--- config.mk ---
export PLATFORM = sky130hd
export DESIGN_NAME = gip_header_parser
export DESIGN_NICKNAME = d
export VERILOG_FILES = /design/src/hw/rtl/gip_pkg.sv /design/src/hw/rtl/gip_header_parser.sv /design/src/hw/rtl/gip_parse.sv
export SDC_FILE = /design/constraint.sdc
export NUM_CORES = 1
export LEC_CHECK = 0
export BUFFER_PORTS_ARGS = -buffer_cell sky130_fd_sc_hd__buf_2
export CAP_MARGIN = 20
export CORE_UTILIZATION = 35
export CTS_CLUSTER_DIAMETER = 80
export DETAILED_ROUTE_END_ITERATION = 16
export SYNTH_ARGS = -nofsm -noshare
export SYNTH_HDL_FRONTEND = slang
export SYNTH_SLANG_ARGS = --single-unit
--- constraint.sdc ---
create_clock -name i_clk -period 8.05 [get_ports i_clk]
set_clock_uncertainty 0.05 [all_clocks]
set_input_delay 1.61 -clock i_clk [delete_from_list [all_inputs] [get_ports i_clk]]
set_output_delay 1.61 -clock i_clk [all_outputs]
set_load 0.02 [all_outputs]
--- src/hw/rtl/gip_pkg.sv ---
`timescale 1ns / 1ps
// ----------------------------------------------------------------------------
// gip_pkg: shared types and constants for the header parser
// Beat payload structs, field widths and reset values used by the parser
// core and the top level.
// ----------------------------------------------------------------------------
package gip_pkg;

    localparam int unsigned BYTE_W          = 8;
    localparam int unsigned LEN_W           = 28;
    localparam int unsigned HDR_BYTES_W     = 4;
    localparam int unsigned VCNT_W          = 3;
    localparam int unsigned MAX_VARINT_DEF  = 4;

    localparam logic [BYTE_W-1:0]      CHUNK_MASK_RESET = 8'h80;
    localparam logic [HDR_BYTES_W-1:0] MIN_HDR_BYTES    = 4'd4;
    localparam logic [HDR_BYTES_W-1:0] MAX_BYTE_INDEX   = 4'd15;

    typedef struct packed {
        logic [BYTE_W-1:0] data_byte;
        logic              packet_end;
    } t_in_beat;

    typedef struct packed {
        logic                   header_ok;
        logic [BYTE_W-1:0]      command_code;
        logic [BYTE_W-1:0]      option_bits;
        logic [BYTE_W-1:0]      sequence_number;
        logic [LEN_W-1:0]       payload_length;
        logic [HDR_BYTES_W-1:0] header_bytes;
    } t_out_beat;

endpackage

--- src/hw/rtl/gip_header_parser.sv ---
`timescale 1ns / 1ps
// ----------------------------------------------------------------------------
// gip_header_parser: streaming link packet header decoder
// Takes packet bytes one beat at a time and produces one header result per
// packet: command, options, sequence, payload length varint, header length.
// ----------------------------------------------------------------------------
// Usage:
//   Input channel: one packet byte per beat, packet_end set on the last byte.
//   Output channel: one result beat per packet, on the byte that ends the
//   header (length varint, or chunk offset varint when an option bit in
//   i_cfg_data's mask is set), or on the last byte if the packet ends first.
//   header_ok is low and all fields zero for packets under four bytes.
//   Latency: the result is valid the cycle after the byte that produces it.
//   Throughput: one byte per cycle unless stalled; parse state update and
//   result assembly are combinational between the byte and result register.
//   Stall: the output register holds a waiting result; input is stalled only
//   while that register is full and the receiver stalls.
//   Reset: parse state clears to the start of a packet, the output register
//   empties and the chunk option mask returns to 0x80. Write the mask only
//   while no packet is in flight.
// ----------------------------------------------------------------------------
module gip_header_parser import gip_pkg::*; #(
    parameter int unsigned MAX_VARINT_BYTES = MAX_VARINT_DEF
) (
    input  logic              i_clk,
    input  logic              i_rst_n,
    input  logic              i_in_valid,
    output logic              o_in_stall,
    input  t_in_beat          i_in,
    output logic              o_out_valid,
    input  logic              i_out_stall,
    output t_out_beat         o_out,
    input  logic              i_cfg_we,
    input  logic [BYTE_W-1:0] i_cfg_data
);

    logic              r_out_valid;
    t_out_beat         r_out;
    logic [BYTE_W-1:0] r_chunk_mask;

    logic              in_accept;
    logic              emit;
    t_out_beat         result;

    assign o_in_stall  = r_out_valid && i_out_stall;
    assign in_accept   = i_in_valid && !o_in_stall;
    assign o_out_valid = r_out_valid;
    assign o_out       = r_out;

    gip_parse #(
        .MAX_VARINT_BYTES (MAX_VARINT_BYTES)
    ) u_parse (
        .i_clk        (i_clk),
        .i_rst_n      (i_rst_n),
        .i_accept     (in_accept),
        .i_beat       (i_in),
        .i_chunk_mask (r_chunk_mask),
        .o_emit       (emit),
        .o_result     (result)
    );

    always_ff @(posedge i_clk) begin
        if (!i_rst_n) begin
            r_chunk_mask <= CHUNK_MASK_RESET;
        end else if (i_cfg_we) begin
            r_chunk_mask <= i_cfg_data;
        end
    end

    always_ff @(posedge i_clk) begin
        if (!i_rst_n) begin
            r_out_valid <= 1'b0;
        end else if (in_accept && emit) begin
            r_out_valid <= 1'b1;
        end else if (!i_out_stall) begin
            // drop the beat once taken
            r_out_valid <= 1'b0;
        end
    end

    always_ff @(posedge i_clk) begin
        if (in_accept && emit) begin
            r_out <= result;
        end
    end

    a_reset_empty: assert property (@(posedge i_clk)
        !i_rst_n |=> !o_out_valid)
        else $error("output valid after reset");

    a_full_stalls_input: assert property (@(posedge i_clk) disable iff (!i_rst_n)
        o_out_valid && i_out_stall |-> o_in_stall)
        else $error("input accepted while result is stuck");

    a_ok_len: assert property (@(posedge i_clk) disable iff (!i_rst_n)
        o_out_valid && o_out.header_ok |-> o_out.header_bytes >= MIN_HDR_BYTES)
        else $error("good header shorter than four bytes");

    a_short_zero: assert property (@(posedge i_clk) disable iff (!i_rst_n)
        o_out_valid && !o_out.header_ok |-> o_out.payload_length == '0 &&
            o_out.header_bytes == '0 && o_out.command_code == '0)
        else $error("short packet result carries data");

endmodule

--- src/hw/rtl/gip_parse.sv ---
`timescale 1ns / 1ps
// ----------------------------------------------------------------------------
// gip_parse: per-byte header parse state
// Holds the fixed header bytes, the length varint accumulator and the phase,
// and flags the byte on which the single header result is produced.
// ----------------------------------------------------------------------------
module gip_parse import gip_pkg::*; #(
    parameter int unsigned MAX_VARINT_BYTES = MAX_VARINT_DEF
) (
    input  logic              i_clk,
    input  logic              i_rst_n,
    input  logic              i_accept,
    input  t_in_beat          i_beat,
    input  logic [BYTE_W-1:0] i_chunk_mask,
    output logic              o_emit,
    output t_out_beat         o_result
);

    typedef enum logic [1:0] {
        PH_FIXED,
        PH_LEN,
        PH_CHUNK,
        PH_PAYLOAD
    } t_phase;

    localparam logic [VCNT_W-1:0] VCNT_MAX = VCNT_W'(MAX_VARINT_BYTES);

    t_phase                 r_phase,    n_phase;
    logic [HDR_BYTES_W-1:0] r_idx,      n_idx;
    logic [VCNT_W-1:0]      r_vcnt,     n_vcnt;
    logic [LEN_W-1:0]       r_len,      n_len;
    logic [BYTE_W-1:0]      r_cmd,      n_cmd;
    logic [BYTE_W-1:0]      r_opt,      n_opt;
    logic [BYTE_W-1:0]      r_seq,      n_seq;
    logic                   r_emitted,  n_emitted;

    logic [VCNT_W-1:0]      vcnt_inc;
    logic                   varint_done;
    logic [5:0]             shamt;
    logic [LEN_W+6:0]       len_part;
    logic [HDR_BYTES_W-1:0] consumed;
    logic                   emit;

    always_comb begin
        n_phase   = r_phase;
        n_idx     = r_idx;
        n_vcnt    = r_vcnt;
        n_len     = r_len;
        n_cmd     = r_cmd;
        n_opt     = r_opt;
        n_seq     = r_seq;
        n_emitted = r_emitted;
        emit      = 1'b0;

        vcnt_inc    = r_vcnt + VCNT_W'(1);
        varint_done = !i_beat.data_byte[7] || (vcnt_inc >= VCNT_MAX);
        shamt       = {r_vcnt, 3'b000} - {3'b000, r_vcnt};
        len_part    = {{(LEN_W){1'b0}}, i_beat.data_byte[6:0]} << shamt;

        case (r_phase)
            PH_FIXED: begin
                if (r_idx == 4'd0) begin
                    n_cmd = i_beat.data_byte;
                end else if (r_idx == 4'd1) begin
                    n_opt = i_beat.data_byte;
                end else begin
                    n_seq   = i_beat.data_byte;
                    n_phase = PH_LEN;
                    n_vcnt  = '0;
                end
            end
            PH_LEN: begin
                n_len  = r_len | len_part[LEN_W-1:0];
                n_vcnt = vcnt_inc;
                if (varint_done) begin
                    n_vcnt = '0;
                    // chunk offset varint follows when an announced option bit is set
                    if ((r_opt & i_chunk_mask) != '0) begin
                        n_phase = PH_CHUNK;
                    end else begin
                        n_phase = PH_PAYLOAD;
                        emit    = 1'b1;
                    end
                end
            end
            PH_CHUNK: begin
                n_vcnt = vcnt_inc;
                if (varint_done) begin
                    n_vcnt  = '0;
                    n_phase = PH_PAYLOAD;
                    emit    = 1'b1;
                end
            end
            default: begin
            end
        endcase

        consumed = (r_idx == MAX_BYTE_INDEX) ? MAX_BYTE_INDEX : r_idx + 4'd1;

        if (i_beat.packet_end) begin
            emit = 1'b1;
        end
        if (r_emitted) begin
            emit = 1'b0;
        end
        if (emit) begin
            n_emitted = 1'b1;
        end
        n_idx = consumed;

        // a packet's last byte drops all packet state
        if (i_beat.packet_end) begin
            n_phase   = PH_FIXED;
            n_idx     = '0;
            n_vcnt    = '0;
            n_len     = '0;
            n_cmd     = '0;
            n_opt     = '0;
            n_seq     = '0;
            n_emitted = 1'b0;
        end
    end

    // From the fourth byte on the three fixed header bytes are all held.
    always_comb begin
        o_emit = emit;
        if (consumed >= MIN_HDR_BYTES) begin
            o_result.header_ok       = 1'b1;
            o_result.command_code    = r_cmd;
            o_result.option_bits     = r_opt;
            o_result.sequence_number = r_seq;
            o_result.payload_length  = (r_phase == PH_LEN) ? r_len | len_part[LEN_W-1:0]
                                                            : r_len;
            o_result.header_bytes    = consumed;
        end else begin
            o_result = '0;
        end
    end

    always_ff @(posedge i_clk) begin
        if (!i_rst_n) begin
            r_phase   <= PH_FIXED;
            r_idx     <= '0;
            r_vcnt    <= '0;
            r_len     <= '0;
            r_cmd     <= '0;
            r_opt     <= '0;
            r_seq     <= '0;
            r_emitted <= 1'b0;
        end else if (i_accept) begin
            r_phase   <= n_phase;
            r_idx     <= n_idx;
            r_vcnt    <= n_vcnt;
            r_len     <= n_len;
            r_cmd     <= n_cmd;
            r_opt     <= n_opt;
            r_seq     <= n_seq;
            r_emitted <= n_emitted;
        end
    end

    a_vcnt_bound: assert property (@(posedge i_clk) disable iff (!i_rst_n)
        r_vcnt < VCNT_MAX)
        else $error("varint byte count reached its limit");

    a_emit_once: assert property (@(posedge i_clk) disable iff (!i_rst_n)
        r_emitted |-> !emit)
        else $error("second header result in one packet");

    a_end_clears: assert property (@(posedge i_clk) disable iff (!i_rst_n)
        i_accept && i_beat.packet_end |=> r_idx == '0 && !r_emitted && r_phase == PH_FIXED)
        else $error("packet state not cleared after last byte");

endmodule

# After elaboration in Yosys (flattened, before gate mapping)
# Cells that the tools add are included.
[word_totals]
word_cells = 95
inputBits = 22
reg_bits = 128
out_inout_bits = 59
[classes]
eq_ne = 11
n_bitwise = 2
shift = 1
n_addsub = 3
order_cmp = 2
n_reduce_logical = 22
n_mux = 38
[op_table]
columns = ["op", "n"]
rows = [
  ["8-bit two-way mux", 11],
  ["57-bit two-way mux", 1],
  ["28-bit two-way mux", 2],
  ["28-bit OR", 1],
  ["7-bit by 6-bit left shift with 28-bit output", 1],
  ["3-bit two-way mux", 4],
  ["4-bit AND reduction", 3],
  ["1-bit two-way mux", 10],
  ["2-bit two-way mux", 5],
  ["8-bit bitwise AND", 1],
  ["4-bit two-way mux", 2],
  ["2-bit nonzero test", 4],
  ["8-bit nonzero test", 1],
  ["3-bit by 2-bit != test with 1-bit output (second input constant)", 2],
  ["3-bit != test (second input constant)", 2],
  ["2-bit case mux with 3 select lines", 1],
  ["3-bit case mux with 2 select lines", 1],
  ["6-bit AND reduction", 1],
  ["6-bit by 3-bit subtractor with 6-bit output", 1],
  ["4-bit by 1-bit adder with 4-bit output (second input constant)", 1],
  ["4-bit by 1-bit equality test with 1-bit output (second input constant)", 1],
  ["4-bit equality test (second input constant)", 1],
  ["4-bit by 3-bit >= comparator with 1-bit output (second input constant)", 1],
  ["4-bit logical NOT", 1],
  ["16 further kinds", 20],
]

# Longest topological paths before layout
[logic_depth]
depth_word = 9
ltp_mapped = 10

# Cells and area by module
# From an unflattened synthesis, not the netlist that was laid out.
[unflattened]
cells_unflattened = 526
hier_area_um2 = 5703.0
[by_module_without_submodules]
columns = ["module", "cells_per_inst", "area_each_um2", "instances"]
rows = [
  ["gip_parse", 437, 3643.5, 1],
  ["gip_header_parser", 89, 2059.5, 1],
]

# Worst setup path before layout
# Ideal clock, no wire load.
[synth_timing]
kind = "input to register"
from = "input port i_in[0] (netlist name)"
to = "register r_out, in the netlist o_out[0] (enable)"
setup_slack_ps = 4005
arrival_time_ps = 3577
cell_stages = 3
n_path_buf = 2
cell_sequence = "clkbuf_1 buf_1 o21a_1"
[synth_between]
elab_chain_len = 3
[synth_lines]
columns = ["element", "line_no", "rtl"]
rows = [
  ["start: declaration", "gip_header_parser.sv:29", "input t_in_beat i_in,"],
  ["1-bit two-way mux", "gip_parse.sv:100", "if (i_beat.packet_end) begin"],
  ["1-bit two-way mux", "gip_parse.sv:103", "if (r_emitted) begin"],
  ["1-bit logical AND", "gip_header_parser.sv:82", "if (in_accept && emit) begin"],
  ["end signal: assignment", "gip_header_parser.sv:83", "r_out <= result;"],
  ["end: declaration", "gip_header_parser.sv:38", "t_out_beat r_out;"],
]
# Every way passes these cells.
# A chain may end at the register's enable or synchronous reset.

# Worst setup path in the final report
[layout_timing]
from = "input port i_out_stall"
to = "output port o_in_stall"
[layout_between]
elab_chain_len = 1
[layout_lines]
columns = ["element", "line_no", "rtl"]
rows = [
  ["start: declaration", "gip_header_parser.sv:31", "input logic i_out_stall,"],
  ["1-bit logical AND", "gip_header_parser.sv:45", "assign o_in_stall = r_out_valid && i_out_stall;"],
  ["end: declaration", "gip_header_parser.sv:28", "output logic o_in_stall,"],
]
# Every way passes these cells.

==> impl_results.md <==
* Utilization after layout at 43.6%
* Normalized max-slew margin at 42.4%
* Synth top area cells: edfxtp_1, dfxtp_1, mux2i_1
* Post-DR wirelength/cell at 15.0 um
* Num rows at 45
* Area grow syn2layout at 19.9%
* DRT Pass-1 Iters at 5
* Max-Cap Viols at 0
* Core region area at 15,400 um^2
* Synth Cell Area at 5610 um^2
* Setup-failing EPs final at 0
* Layout cells sized above 1 at a little under a quarter
* Fmax at 272 MHz
* RePlAce Congestion at 0.845
* Critical Path RT at 6.39 ns
* Leakage at about 2.5 nW
* Largest net degree at the start of global routing at 46
* Worst skew pair latency at 0.41 ns
* DP Wirelength at 8.79 mm
* HP Start: u_parse.r_len[23]
* Vias in the first global route at 3,928
* CTS root buf: clkbuf_16
* Post-synthesis average cell area at 10.5 um^2
* Total number of vias at 4,093
* Worst setup path start: i_out_stall
* Setup TNS at 0 ns
* Post-DR vias/cell at a little under 5
* FILL cells at ~1,500
* Hold WC Path Type: flip-flop to flip-flop
* Async SR Flop Fraction at 0%
* Top cell type's share of synthesized area at 30.5%
* RSZ-0062 raised after global routing: no
* CTS buffer count at 17
* Number of enable flip-flop cells after synthesis at 57
* Number of routed nets with antenna violations at 0
* Antenna fix cells at 0
* Ys Warns at 0
* Overflow after GRT at 0
* # DRC at 0
* CP endpoint kind: primary output
* Die Y-Extent at 129 um
* Fin crit period at 3.67 ns
* Clock transition at path regs at 0.05 ns
* Syn nets at 563
* Post-synth top area cell: edfxtp_1
* Die width at 129 um
* Worst-Margin Slew at 0.862 ns
* Drt initial violations at 253
* Wirelength, routed at 12.5 mm
* Unique masters post-synth at between 60 and 70
* Max Fanout on Critical Path at 3
* Outcome: finished clean
* # resized after CTS at 0
* H-tree levels at 4
* Initial antenna violation count at 0
* Number of synthesized register bits at 128
* Pwr Density at 228 nW/um^2
* CTS tree: done
* Total global-route track usage at 16.0%
* Post-Synthesis Cells at roughly 530
* Slew Viols, Final at 0
* I/O Buffers at 80
* First-pass GRT wire length at 20.1 mm
* VDD IR max at 0.000138 V
* Starting Density at 36.4%
* Reg-to-Reg Start: u_parse.r_vcnt[0]
* Fin crit share at between 40% and 50%
* Fin nets at 639
* Io pins at 81
* Hold Fails Final Rpt at 0
* Worst Path Arrival at about 2 ns
* Post-CTS Setup Repair Bufs at 0
* Deepest clock path buffer count at 2
* Hold buffer count at cts at 0
* CTS Sinks at 128
* Seq/Total Area, Yosys at 55.8%
* WS Path Type: input pin to primary output
* Ys flop type: dfxtp_1
* CP startpoint kind: input pin
* Die area at 16,600 um^2
-- layout by cell type (no fill, tap or decap), types with 3 or more instances in the layout --
cell type  count
ha_1           8
buf_2         80
nor3_1         8
a22oi_1        6
nand2_1       50
o21ai_1       12
nor2_2         6
nor2_1        49
and3_1         3
nor2b_1       35
o21ai_0       21
o21a_1         3
clkinv_2       5
edfxtp_1      57
inv_1         11
mux2i_1       33
a21oi_1       33
nand3_1        7
clkinv_1       3
clkbuf_16     17
a21oi_2        9
and2_1        31
buf_4          3
a21boi_1      10
dfxtp_1       71
-- layer usage --
metal,routed length (um),track usage [%],vias to the layer above
met4,225,7.27,0
met2,5690,24.7,107
li1,-,-,2019
met3,576,3.83,15
met5,0,0,-
met1,6000,21.3,1952
-- sequential cells by signal, summed over array words and instances (netlist names) --
name,cells
o_out,57
o_out_valid,1
r_chunk_mask,8
u_parse.r_cmd,8
u_parse.r_emitted,1
u_parse.r_idx,4
u_parse.r_len,28
u_parse.r_opt,8
u_parse.r_phase,2
u_parse.r_seq,8
u_parse.r_vcnt,3
-- final timing paths --
check | slack, ns | depth (start not counted) | to
max | 4.38 | 4 | o_in_stall
min | 0.40 | 2 | u_parse.r_len[23]
max reg2reg | 4.64 | 7 | o_out[12]
min reg2reg | 0.40 | 2 | u_parse.r_len[23]
-- critical path, cell delays in order --
cell,delay (ns)
buf_2,0.10
nand2_1,0.09
inv_1,0.06
buf_2,0.15
-- where the power goes --
group	internal [mW]	switching, mW	leakage, nW
clock	0.457	0.268	0.275
sequential	0.697	0.00870	1.13
combinational	0.0360	0.0700	1.13
-- synth_stat cells (4+ instances only) --
| library cell | instances |
|---|---|
| dfxtp_1 | 71 |
| edfxtp_1 | 57 |
| nand2_1 | 50 |
| nor2_1 | 49 |
| nor2b_1 | 35 |
| a21oi_1 | 33 |
| mux2i_1 | 33 |
| and2_1 | 31 |
| o21ai_0 | 21 |
| clkbuf_1 | 18 |
| o21ai_1 | 12 |
| inv_1 | 11 |
| a21boi_1 | 10 |
| a21oi_2 | 9 |
| ha_1 | 8 |
| nor3_1 | 8 |
| nand3_1 | 7 |
| a22oi_1 | 6 |
| nor2_2 | 6 |
| o21a_1 | 4 |
-- kinds of logic after synthesis --
logic type               Yosys count  synth area share, %
AO/OA/AOI/OAI                    119                 14.0
buffers and inverters             39                 3.21
multiplexers                      35                 6.28
AND/OR/NAND/NOR                  200                 18.0
adder cells (fa/ha/maj)            8                 1.78
XOR/XNOR                           4                0.892
flip-flops                       128                 55.8
-- final cells by class --
cell class / count / area, um^2 / share of cell area [%]
Sequential cell: 128 / 3130 / 46.5
Tap cell: 211 / 264 / 3.92
Clock inverter: 13 / 120 / 1.78
Multi-Input combinational cell: 366 / 2300 / 34.2
Clock buffer: 19 / 443 / 6.58
Inverter: 13 / 48.8 / 0.725
Timing Repair Buffer: 83 / 423 / 6.28
-- per-stage QoR --
| step | area (um^2) | setup slack [ns] | power, mW | hold slack [ns] | std cells |
|---|---|---|---|---|---|
| 3_3_place_gp | 6170 | 4.25 | 0.823 | 0.385 | 801 |
| 2_1_floorplan | 5610 | 4.00 | 0.791 | 0.375 | 533 |
| 4_1_cts | 6730 | 4.38 | 1.55 | 0.402 | 833 |
| 3_5_place_dp | 6170 | 4.19 | 0.825 | 0.394 | 801 |
| 6_report | 6730 | 4.38 | 1.54 | 0.404 | 833 |
| 5_1_grt | 6730 | 4.33 | 1.59 | 0.425 | 833 |
No activity file was read; power rests on OpenSTA's default activity.
